## src/xcfp_pkg.sv

```systemverilog
// Shared types, constants and codes for the XOR-checked frame parser.
package xcfp_pkg;

  // Sizes of the payload store and the frame counters
  localparam int PayloadBytes = 16;
  localparam int CountBits    = 16;

  // Fixed field widths
  localparam int ByteW     = 8;
  localparam int LenW      = 5;
  localparam int StatusW   = 2;
  localparam int CountOutW = 16;
  localparam int WordW     = 64;
  localparam int SlotBytes = 16;
  localparam int IdxW      = (PayloadBytes > 1) ? $clog2(PayloadBytes) : 1;
  localparam int CfgIdxW   = 1;

  // Configuration register indexes
  typedef enum logic [CfgIdxW-1:0] {
    CFG_START_BYTE = 1'b0,
    CFG_MAX_LENGTH = 1'b1
  } cfg_reg_e;

  // Frame status codes
  typedef enum logic [StatusW-1:0] {
    ST_GOOD       = 2'd0,
    ST_BAD_CHECK  = 2'd1,
    ST_BAD_LENGTH = 2'd2
  } status_e;

  // Parser phases
  typedef enum logic [2:0] {
    PH_HUNT    = 3'd0,
    PH_LEN     = 3'd1,
    PH_CMD     = 3'd2,
    PH_PAYLOAD = 3'd3,
    PH_CHECK   = 3'd4
  } phase_e;

  // Configuration as seen by the parser
  typedef struct packed {
    logic [ByteW-1:0] start_byte;
    logic [LenW-1:0]  max_length;
  } cfg_t;

  // One finished-frame result
  typedef struct packed {
    status_e              status;
    logic [ByteW-1:0]     command;
    logic [LenW-1:0]      payload_length;
    logic [WordW-1:0]     payload_low;
    logic [WordW-1:0]     payload_high;
    logic [CountOutW-1:0] good_count;
    logic [CountOutW-1:0] bad_count;
  } result_t;

endpackage

```

## src/xcfp_in_reg.sv

```systemverilog
// Input word register of the frame parser.
module xcfp_in_reg (
  input  logic                      clk_i,
  input  logic                      rst_ni,
  input  logic                      in_valid_i,
  output logic                      in_ready_o,
  input  logic [xcfp_pkg::ByteW-1:0] rx_byte_i,
  input  logic                      adv_i,
  output logic                      byte_valid_o,
  output logic [xcfp_pkg::ByteW-1:0] byte_o
);
  import xcfp_pkg::*;

  logic             vld_q, vld_d;
  logic [ByteW-1:0] byte_q;
  logic             accept;

  // Take a new word when empty or when the held word moves on
  assign in_ready_o = !vld_q || adv_i;
  assign accept     = in_valid_i && in_ready_o;

  always_comb begin
    vld_d = vld_q;
    if (accept) begin
      vld_d = 1'b1;
    end else if (adv_i) begin
      vld_d = 1'b0;
    end
  end

  always_ff @(posedge clk_i or negedge rst_ni) begin
    if (!rst_ni) begin
      vld_q <= 1'b0;
    end else begin
      vld_q <= vld_d;
    end
  end

  // Hold the payload until consumed
  always_ff @(posedge clk_i) begin
    if (accept) begin
      byte_q <= rx_byte_i;
    end
  end

  assign byte_valid_o = vld_q;
  assign byte_o       = byte_q;

endmodule

```

## src/xcfp_deframer.sv

```systemverilog
// Frame state machine, payload store, check and counters of the frame parser.
module xcfp_deframer (
  input  logic                       clk_i,
  input  logic                       rst_ni,
  input  logic                       step_i,
  input  logic [xcfp_pkg::ByteW-1:0] byte_i,
  input  xcfp_pkg::cfg_t             cfg_i,
  output logic                       res_valid_o,
  output xcfp_pkg::result_t          res_o
);
  import xcfp_pkg::*;

  localparam logic [LenW-1:0] PayloadLen = LenW'(PayloadBytes);

  phase_e                phase_q, phase_d;
  logic [LenW-1:0]       len_q, len_d;
  logic [ByteW-1:0]      cmd_q, cmd_d;
  logic [LenW-1:0]       idx_q, idx_d;
  logic [ByteW-1:0]      chk_q, chk_d;
  logic [CountBits-1:0]  good_q, good_d;
  logic [CountBits-1:0]  bad_q, bad_d;
  logic [ByteW-1:0]      store_q [PayloadBytes];

  logic [LenW-1:0]       limit;
  logic                  too_long;
  logic [LenW-1:0]       idx_inc;
  logic                  store_we;
  logic                  with_body;
  status_e               status;
  logic [2*WordW-1:0]    body;
  logic [CountOutW-1:0]  good_out;
  logic [CountOutW-1:0]  bad_out;

  // Clamp the length limit to the store size
  assign limit    = (cfg_i.max_length > PayloadLen) ? PayloadLen : cfg_i.max_length;
  assign too_long = byte_i > ByteW'(limit);
  assign idx_inc  = idx_q + LenW'(1);

  // Next phase
  always_comb begin
    phase_d = phase_q;
    if (step_i) begin
      unique case (phase_q)
        PH_HUNT:    if (byte_i == cfg_i.start_byte) begin
                      phase_d = PH_LEN;
                    end
        PH_LEN:     phase_d = too_long ? PH_HUNT : PH_CMD;
        PH_CMD:     phase_d = (len_q == '0) ? PH_CHECK : PH_PAYLOAD;
        PH_PAYLOAD: if (idx_inc >= len_q) begin
                      phase_d = PH_CHECK;
                    end
        PH_CHECK:   phase_d = PH_HUNT;
        default:    phase_d = PH_HUNT;
      endcase
    end
  end

  // Datapath updates and result strobe
  always_comb begin
    len_d       = len_q;
    cmd_d       = cmd_q;
    idx_d       = idx_q;
    chk_d       = chk_q;
    good_d      = good_q;
    bad_d       = bad_q;
    store_we    = 1'b0;
    res_valid_o = 1'b0;
    with_body   = 1'b0;
    status      = ST_GOOD;
    if (step_i) begin
      unique case (phase_q)
        PH_HUNT: begin
          if (byte_i == cfg_i.start_byte) begin
            chk_d = '0;
          end
        end
        PH_LEN: begin
          if (too_long) begin
            bad_d       = bad_q + CountBits'(1);
            res_valid_o = 1'b1;
            status      = ST_BAD_LENGTH;
          end else begin
            len_d = byte_i[LenW-1:0];
            chk_d = byte_i;
          end
        end
        PH_CMD: begin
          cmd_d = byte_i;
          chk_d = chk_q ^ byte_i;
          idx_d = '0;
        end
        PH_PAYLOAD: begin
          store_we = idx_q < PayloadLen;
          idx_d    = idx_inc;
          chk_d    = chk_q ^ byte_i;
        end
        PH_CHECK: begin
          res_valid_o = 1'b1;
          with_body   = 1'b1;
          if (byte_i == chk_q) begin
            good_d = good_q + CountBits'(1);
            status = ST_GOOD;
          end else begin
            bad_d  = bad_q + CountBits'(1);
            status = ST_BAD_CHECK;
          end
        end
        default: begin
          chk_d = chk_q;
        end
      endcase
    end
  end

  always_ff @(posedge clk_i or negedge rst_ni) begin
    if (!rst_ni) begin
      phase_q <= PH_HUNT;
      len_q   <= '0;
      cmd_q   <= '0;
      idx_q   <= '0;
      chk_q   <= '0;
      good_q  <= '0;
      bad_q   <= '0;
    end else begin
      phase_q <= phase_d;
      len_q   <= len_d;
      cmd_q   <= cmd_d;
      idx_q   <= idx_d;
      chk_q   <= chk_d;
      good_q  <= good_d;
      bad_q   <= bad_d;
    end
  end

  // Payload store, written one byte per payload word
  always_ff @(posedge clk_i) begin
    if (store_we) begin
      store_q[idx_q[IdxW-1:0]] <= byte_i;
    end
  end

  // Pack payload slots, zero beyond the frame length
  for (genvar i = 0; i < SlotBytes; i++) begin : g_slot
    if (i < PayloadBytes) begin : g_stored
      assign body[ByteW*i +: ByteW] = (LenW'(i) < len_q) ? store_q[i] : '0;
    end else begin : g_empty
      assign body[ByteW*i +: ByteW] = '0;
    end
  end

  // Fit the counters to the output width
  if (CountBits >= CountOutW) begin : g_cnt_trunc
    assign good_out = good_d[CountOutW-1:0];
    assign bad_out  = bad_d[CountOutW-1:0];
  end else begin : g_cnt_ext
    assign good_out = {{(CountOutW-CountBits){1'b0}}, good_d};
    assign bad_out  = {{(CountOutW-CountBits){1'b0}}, bad_d};
  end

  // Assemble the result
  always_comb begin
    res_o.status         = status;
    res_o.command        = with_body ? cmd_q : '0;
    res_o.payload_length = with_body ? len_q : '0;
    res_o.payload_low    = with_body ? body[WordW-1:0] : '0;
    res_o.payload_high   = with_body ? body[2*WordW-1:WordW] : '0;
    res_o.good_count     = good_out;
    res_o.bad_count      = bad_out;
  end

endmodule

```

## src/xcfp_out_reg.sv

```systemverilog
// Result register of the frame parser.
module xcfp_out_reg (
  input  logic              clk_i,
  input  logic              rst_ni,
  input  logic              load_i,
  input  xcfp_pkg::result_t res_i,
  output logic              free_o,
  output logic              out_valid_o,
  input  logic              out_ready_i,
  output xcfp_pkg::result_t res_o
);
  import xcfp_pkg::*;

  logic    vld_q, vld_d;
  result_t res_q;

  // Slot can take a result when empty or being drained
  assign free_o = !vld_q || out_ready_i;

  always_comb begin
    vld_d = vld_q;
    if (load_i) begin
      vld_d = 1'b1;
    end else if (out_ready_i) begin
      vld_d = 1'b0;
    end
  end

  always_ff @(posedge clk_i or negedge rst_ni) begin
    if (!rst_ni) begin
      vld_q <= 1'b0;
    end else begin
      vld_q <= vld_d;
    end
  end

  always_ff @(posedge clk_i) begin
    if (load_i) begin
      res_q <= res_i;
    end
  end

  assign out_valid_o = vld_q;
  assign res_o       = res_q;

endmodule

```

## src/xor_checked_frame_parser.sv

```systemverilog
// Top level of the XOR-checked frame parser.
//
// Input channel: one received byte per word on rx_byte_i, valid/ready.
// Frames are start byte, length, command, payload, XOR check byte; bytes
// outside a frame are dropped. Output channel: one word per finished frame
// (good, bad check or bad length) with command, length, payload packed into
// two 64-bit words, and wrapping good/bad frame counts.
// Configuration channel: cfg_index_i selects start byte (0) or maximum
// length (1), written from cfg_data_i whenever cfg_valid_i is high.
// Throughput: one input word per cycle while the result slot is free. A
// frame's check byte (or oversized length byte) first sits in the input
// register; its result is loaded into the result register once that slot
// is free, and out_valid_o then rises.
// Reset clears the parser to hunting, the counters to zero and the
// configuration to start byte 2 and maximum length 15. When the receiver
// stalls, the result is held and the parser stops advancing; the input
// register takes at most one more word, then in_ready_o drops until the
// held result is taken.
module xor_checked_frame_parser (
  input  logic                               clk_i,
  input  logic                               rst_ni,
  input  logic                               in_valid_i,
  output logic                               in_ready_o,
  input  logic [xcfp_pkg::ByteW-1:0]         rx_byte_i,
  output logic                               out_valid_o,
  input  logic                               out_ready_i,
  output logic [xcfp_pkg::StatusW-1:0]       status_o,
  output logic [xcfp_pkg::ByteW-1:0]         command_o,
  output logic [xcfp_pkg::LenW-1:0]          payload_length_o,
  output logic [xcfp_pkg::WordW-1:0]         payload_low_o,
  output logic [xcfp_pkg::WordW-1:0]         payload_high_o,
  output logic [xcfp_pkg::CountOutW-1:0]     good_count_o,
  output logic [xcfp_pkg::CountOutW-1:0]     bad_count_o,
  input  logic                               cfg_valid_i,
  output logic                               cfg_ready_o,
  input  logic [xcfp_pkg::CfgIdxW-1:0]       cfg_index_i,
  input  logic [xcfp_pkg::ByteW-1:0]         cfg_data_i
);
  import xcfp_pkg::*;

  cfg_t             cfg_q;
  logic             byte_valid;
  logic [ByteW-1:0] byte_held;
  logic             free;
  logic             adv;
  logic             res_valid;
  result_t          res_new;
  result_t          res_out;

  // Configuration registers, always ready
  assign cfg_ready_o = 1'b1;

  always_ff @(posedge clk_i or negedge rst_ni) begin
    if (!rst_ni) begin
      cfg_q.start_byte <= ByteW'(2);
      cfg_q.max_length <= LenW'(15);
    end else if (cfg_valid_i) begin
      unique case (cfg_reg_e'(cfg_index_i))
        CFG_START_BYTE: cfg_q.start_byte <= cfg_data_i;
        CFG_MAX_LENGTH: cfg_q.max_length <= cfg_data_i[LenW-1:0];
        default:        cfg_q            <= cfg_q;
      endcase
    end
  end

  // Advance the held word when the result slot is free
  assign adv = byte_valid && free;

  xcfp_in_reg u_in_reg (
    .clk_i       (clk_i),
    .rst_ni      (rst_ni),
    .in_valid_i  (in_valid_i),
    .in_ready_o  (in_ready_o),
    .rx_byte_i   (rx_byte_i),
    .adv_i       (adv),
    .byte_valid_o(byte_valid),
    .byte_o      (byte_held)
  );

  xcfp_deframer u_deframer (
    .clk_i      (clk_i),
    .rst_ni     (rst_ni),
    .step_i     (adv),
    .byte_i     (byte_held),
    .cfg_i      (cfg_q),
    .res_valid_o(res_valid),
    .res_o      (res_new)
  );

  xcfp_out_reg u_out_reg (
    .clk_i      (clk_i),
    .rst_ni     (rst_ni),
    .load_i     (res_valid),
    .res_i      (res_new),
    .free_o     (free),
    .out_valid_o(out_valid_o),
    .out_ready_i(out_ready_i),
    .res_o      (res_out)
  );

  assign status_o         = res_out.status;
  assign command_o        = res_out.command;
  assign payload_length_o = res_out.payload_length;
  assign payload_low_o    = res_out.payload_low;
  assign payload_high_o   = res_out.payload_high;
  assign good_count_o     = res_out.good_count;
  assign bad_count_o      = res_out.bad_count;

endmodule

```

## config.mk

```make
export PLATFORM = sky130hd
export DESIGN_NAME = xor_checked_frame_parser
export DESIGN_NICKNAME = d
export VERILOG_FILES = /design/src/xcfp_pkg.sv /design/src/xcfp_in_reg.sv /design/src/xcfp_deframer.sv /design/src/xcfp_out_reg.sv /design/src/xor_checked_frame_parser.sv
export SDC_FILE = /design/constraint.sdc
export NUM_CORES = 1
export LEC_CHECK = 0
export ABC_AREA = 1
export BUFFER_PORTS_ARGS = -buffer_cell sky130_fd_sc_hd__buf_2
export CORE_MARGIN = 2
export CORE_UTILIZATION = 55
export CTS_CLUSTER_SIZE = 16
export DETAILED_ROUTE_END_ITERATION = 7
export PLACE_DENSITY = 0.86
export SYNTH_ARGS = -nofsm -noshare
export SYNTH_HDL_FRONTEND = slang
export SYNTH_SLANG_ARGS = --single-unit
```

## constraint.sdc

```tcl
create_clock -name clk_i -period 10.29 [get_ports clk_i]
set_input_delay 2.058 -clock clk_i [delete_from_list [all_inputs] [get_ports clk_i]]
set_output_delay 2.058 -clock clk_i [all_outputs]
set_load 0.01 [all_outputs]
```

* After elaboration in Yosys (flattened, before gate mapping)
Memory sizes are Yosys's and may differ from the RTL's. A register that Yosys moved wholly into a read port is not among the register bits.
Cells that the tools add are included.
** Storage, ports and cells
- Flip-flop bits (word level) :: 131
- Bits in writable memories :: 128
- Output and inout bits :: 178
- Logic and storage cells :: 138
- Memories :: 1
** Operators by class
- Add/subtract/negate cells :: 3
- Order comparisons :: 20
- Eq/ne operators :: 9
- Muxes and demuxes :: 33
- Bitwise gates (word level) :: 3
- Reduce and logical (&&, ||, !) cells :: 52
** Memory list
- u_deframer.store_q :: words 16, bits a word 8, read ports 16, clocked after Yosys merged registers in 16, write ports 1, line xcfp_deframer.sv:22 : logic [ByteW-1:0] store_q [PayloadBytes];
** Operator list (number)
- $mux 16 :: 6
- $lt 4x5->1 const A :: 8
- $reduce_and 2->1 :: 20
- $add 16x1->16 const B :: 2
- $pmux 16 s2 :: 1
- $pmux 8 s3 :: 1
- $lt 3x5->1 const A :: 4
- $logic_not 1->1 :: 18
- $eq 8x8->1 :: 2
- $mux 8 :: 2
- $mux 1 :: 13
- $pmux 3 s4 :: 1
- $lt 1x5->1 const A :: 2
- $lt 2x5->1 const A :: 2
- $pmux 5 s2 :: 1
- $mux 3 :: 3
- $gt 8x5->1 :: 1
- $xor 8x8->8 :: 1
- $eq 3x2->1 const B :: 2
- $reduce_and 3->1 :: 2
- $reduce_bool 2->1 :: 3
- $add 5x1->5 const B :: 1
- $ge 5x5->1 :: 1
- $gt 5x5->1 const B :: 1
- other kinds (17) :: 22

* Logic depth before layout (Yosys ltp)
- Depth after elaboration :: 7
- Depth in mapped cells :: 17

* Modules after synthesis
From an unflattened synthesis, not the netlist that was laid out.
** Second synthesis, totals
- Cells, all modules :: 1208
- Area total of the unflattened synthesis :: 15295.9 µm²
** By module, submodules not included
- xcfp_deframer :: times used 1, cells each 954, area each 9167.5 µm²
- xcfp_out_reg :: times used 1, cells each 180, area each 5300.1 µm²
- xor_checked_frame_parser :: times used 1, cells each 60, area each 543.0 µm²
- xcfp_in_reg :: times used 1, cells each 14, area each 285.3 µm²

* Least setup slack after synthesis
OpenSTA, ideal clock, no wires.
- Path type :: input -> register
- Start point :: input port out_ready_i
- End point :: register u_out_reg.res_q, in the netlist u_out_reg.res_o[10] (data pin)
- Setup time :: 0.261 ns
- Arrival :: 6.532 ns
- Required time :: 10.029 ns
- Path slack :: 3.497 ns
- Stages :: 11
- Path through :: inv_1 > nand2_1 > nand2_1 > nor2_4 > inv_4 > nand2_4 > nand2_1 > inv_1 > nand2_1 > nand2_1 > nand2_1
** RTL lines
- start: declaration :: line xor_checked_frame_parser.sv:26 : input logic out_ready_i,
- end signal: assignment :: line xcfp_out_reg.sv:39 : res_q <= res_i;
- end: declaration :: line xcfp_out_reg.sv:15 : result_t res_q;

* Worst setup path after layout
- Start point :: input port out_ready_i
- End point :: register u_out_reg.res_o[126] (netlist name)
** Between the ends
- Elaborated cells on any way between the ends :: 6
- Those cells by class :: 2 x mux; 4 x reduce/logical
** RTL lines
- $logic_or 1x1->1 :: line xcfp_out_reg.sv:18 : assign free_o = !vld_q || out_ready_i;
- $logic_and 1x1->1 :: line xor_checked_frame_parser.sv:67 : assign adv = byte_valid && free;
- $mux 1 :: line xcfp_deframer.sv:70 : if (step_i) begin
- net res_valid :: line xor_checked_frame_parser.sv:46 : logic res_valid;
The timed path passes the listed nets, and every way through them passes these cells.
A chain may end at the register's enable or synchronous reset.

==> results <==
- The cts-stage hold buffer count is 0.
- In this run the static leakage power is 7.47 nW.
- For the pin with the worst max-slew slack, the measured transition is 1100 ps.
- The detailed router placed 8,989 vias in this run.
- The worst path in the final design needs a cycle of 4760 ps, including I/O delays and setup.
- The critical path goes through buf_2 > inv_1 > nand2_1 > nand2_1 > nor2_4 > inv_4 > nand2_4 > nand2_1 > inv_6 > buf_4.
- Setup total negative slack on the finished layout was measured at 0 ps.
- The clock tree synthesis step divided the H-tree into 2 levels.
- Setup violations remaining at the end of the flow were counted as 0.
- TritonCTS built the clock tree.
- The die covers 0.0283 mm2.
- The max-slew violation total from the final report is 0.
- The slowest stage of the critical path is the sky130_fd_sc_hd__buf_4 cell.
- In this run, the number of DRC markers left after iteration 0 of detailed routing was 719.
- The length in cells of the worst reg-to-reg path is 10.
- The count of endpoints failing hold in the final timing report came to 0.
- Excluding fillers, the count of instances in the completed layout stands at 1,776.
- For this design the ratio of total power to cell area is 241 mW/mm2.
- The number of design rule violations left after detail routing is 0.
- For this run, the post-layout net count is 1,445.
- The height of the die is 168 um.
- The delay of the slowest critical-path stage is 820 ps.
- The cell count after synthesis came out at 1,173.
- Counting instances, the worst hold path has a depth of 1.
- The layout cell share with drive strength beyond 1 is 0.201.
- The cell repeated most along the worst path is sky130_fd_sc_hd__nand2_1.
- The placer congestion estimate is 0.899.
- The first global-routing pass estimated 47,000 um of wire.
- The final wirelength is 30,000 um.
- The required time of the critical path is 10,420 ps.
- The area of the multi-input gates is 0.00269 mm2.
- Across the VDD grid, the largest voltage drop is 0.146 mV.
- The share of synthesized registers carrying an async set or reset is 0.196.
- The floorplan has 60 rows.
- 0 antenna diodes ended up in the layout.
- From left edge to right edge, the die measures 168 um.
- The sort of element at the start of the critical path is an input port.
- The total global routing track utilization is 0.215.
- The average wire per standard cell is 16.9 um.
- The tool flagged a number of max-cap violations equal to 0.
- Data on the critical path arrives at its endpoint at 4890 ps.
- The core footprint is 0.0267 mm2.
- The initial antenna violation count is 0.
- The fraction of the yosys area taken by sequential cells is 0.758.
- Detailed placement finished with a half-perimeter wire length of 19,700 um.
- The synthesis-to-layout area growth is 17.4%.
- Of the available clock period, the critical path in the final layout requires 0.462.
- The number of global-route vias before repair was 9,088.
- In this run, synthesis inferred 311 flip-flops with an integrated enable.
- The number of placed instances, taps included, is 1,708.
- After clock tree synthesis, the clock-pin slew on the worst setup and hold paths is 60 ps.
- The min-delay analysis places its worst path in the category flop to flop.
- The setup skew after layout is 21.8 ps.
- For this run, the detailed router's first-pass iteration total came to 5.
- Synthesis inferred 387 register bits.
- The via count normalized by instance count is 5.06.
- During synthesis, Yosys emitted a total of 0 warnings.
- The mean post-synth cell area is 12.6 um2.
- Input and output buffers added on the ports amount to 198.
- The CTS sink count is 387.
- The fmax is 0.210 GHz.
- The starting utilization of the core area is 0.555.
- The maximum fanout along the worst path is 104.
- Setup repair after global routing left no endpoint under its margin.
- The layout filler cell count is 1,934.
- The cell area after synthesis is 0.0148 mm2.
- In the final layout, flip-flops and latches occupy 0.0112 mm2.
- The remaining global-route overflow is 0.
- 200 I/O pins were placed.
- At the later pin of the worst-skew pair, clock insertion delay measures 510 ps.
- Entering global routing, the biggest net connects 105 pins.
- The startpoint-to-endpoint class of the critical path is input port to flop.
- The maximum clock path buffer count is 3.
- The kind of end point of the critical path is a flop.
- The flow ran to the end, and the final reports show no timing, DRC or antenna violations.
- In this run, distinct cell masters in the synthesized netlist total 43.
- The most used flip-flop cell after synthesis is sky130_fd_sc_hd__edfxtp_1.
- The remaining antenna violation count is 0.
- The number of buffers created by CTS is 38.
- The number of buffers inserted by post-CTS setup repair is 0.
- In this run, post-CTS repair resized a total of 0 instances.
- Measured against its own limit, the worst slew margin works out to 0.266.
- The root buffer cell chosen for the clock tree is sky130_fd_sc_hd__clkbuf_16.
- Counting every net in the synthesized netlist gives 1,211.
-- cell usage after synthesis (all sizes together), types with 5 or more instances --
master	n	area share
edfxtp	311	0.63
inv	223	0.057
nor2	198	0.053
nand2	176	0.045
dfrtp	71	0.12
o21ai	45	0.015
nand3	40	0.014
xnor2	20	0.012
ha	16	0.013
xor2	12	0.0071
a21oi	8	0.0037
nor3	8	0.0041
o22ai	8	0.0034
buf	6	0.0028
dfstp	5	0.0089
nand4	5	0.0021
-- area by class of cell --
type,instances,area share
clock buffers,50,0.0584
clock inverters,18,0.00919
inverters,224,0.0487
multi-input cells,553,0.155
flip-flops and latches,387,0.646
well taps,341,0.0245
repair buffers,203,0.0592
-- metrics by stage --
step / setup WS [ps] / hold WS [ps] / cell area, um2 / power (mW) / util
2_1_floorplan: 3500 / 439 / 14800 / 2.63 / -
3_3_place_gp: 5180 / 458 / 16200 / 2.88 / 0.608
3_5_place_dp: 5050 / 460 / 16200 / 2.92 / 0.608
4_1_cts: 5570 / 471 / 17400 / 4.24 / 0.652
5_1_grt: 5280 / 483 / 17400 / 4.40 / 0.652
6_report: 5530 / 478 / 17400 / 4.21 / 0.652
-- registers in the layout, indices dropped and copies added, names as in the netlist --
register / cells
cfg_q: 13
u_deframer.bad_q: 16
u_deframer.chk_q: 8
u_deframer.cmd_q: 8
u_deframer.good_q: 16
u_deframer.idx_q: 5
u_deframer.len_q: 5
u_deframer.phase_q: 3
u_deframer.store_q: 128
u_in_reg.byte_o: 8
u_in_reg.byte_valid_o: 1
u_out_reg.out_valid_o: 1
u_out_reg.res_o: 175
-- power by group --
group / internal [mW] / switching, mW
registers: 2.00 / 0.123
clock network: 0.771 / 0.545
logic: 0.238 / 0.524
-- cell usage in the layout, fill, tap and decap left out, types with 3 or more instances in the layout --
master	instances
sky130_fd_sc_hd__or2_2	3
sky130_fd_sc_hd__nand3_1	39
sky130_fd_sc_hd__nor3_1	5
sky130_fd_sc_hd__clkinv_1	8
sky130_fd_sc_hd__xor2_1	12
sky130_fd_sc_hd__nor2_2	12
sky130_fd_sc_hd__ha_1	16
sky130_fd_sc_hd__buf_4	6
sky130_fd_sc_hd__inv_1	220
sky130_fd_sc_hd__o21ai_0	43
sky130_fd_sc_hd__clkbuf_16	39
sky130_fd_sc_hd__bufinv_16	3
sky130_fd_sc_hd__o22ai_1	8
sky130_fd_sc_hd__nand2_1	173
sky130_fd_sc_hd__dfrtp_1	71
sky130_fd_sc_hd__nor2_1	185
sky130_fd_sc_hd__clkbuf_1	11
sky130_fd_sc_hd__a21oi_1	6
sky130_fd_sc_hd__edfxtp_1	311
sky130_fd_sc_hd__dfstp_2	5
sky130_fd_sc_hd__clkinv_2	7
sky130_fd_sc_hd__nand4_1	5
sky130_fd_sc_hd__xnor2_1	20
sky130_fd_sc_hd__buf_2	197
-- metal layers --
| metal | vias up | global-route usage | wire [um] |
|---|---|---|---|
| li1 | 4286 | - | - |
| met1 | 4295 | 0.273 | 12100 |
| met2 | 341 | 0.374 | 14900 |
| met3 | 67 | 0.0402 | 2080 |
| met4 | 0 | 0.0742 | 861 |
| met5 | - | 0 | 0 |
-- worst paths after layout --
| check | start | to | slack [ps] |
|---|---|---|---|
| worst min register to register | u_deframer.good_q[15] | u_deframer.good_q[15] | 480 |
| worst max register to register | u_in_reg.byte_o[4] | u_out_reg.res_o[126] | 6100 |
| min in group asynchronous | rst_ni | u_deframer.good_q[2] | 1700 |
| worst max-delay path | out_ready_i | u_out_reg.res_o[126] | 5530 |
| worst min-delay path | u_deframer.good_q[15] | u_deframer.good_q[15] | 480 |
| max in group asynchronous | rst_ni | u_deframer.cmd_q[6] | 7920 |
-- critical path, delay by kind of cell --
kind          cells  cell delay, ps
simple gates      5             890
buf+inv           5            1750
-- logic make-up after synthesis --
| logic type | after synthesis | synth area share |
|---|---|---|
| AND/OR/NAND/NOR | 435 | 0.122 |
| flip-flops | 387 | 0.758 |
| AO/OA/AOI/OAI | 68 | 0.0264 |
| other | 1 | 0.000253 |
| XOR/XNOR | 32 | 0.0189 |
| multiplexers | 1 | 0.000759 |
| buffers and inverters | 233 | 0.0604 |
| adder cells (fa/ha/maj) | 16 | 0.0135 |
Note: power is estimated with default switching activity, not from simulation.
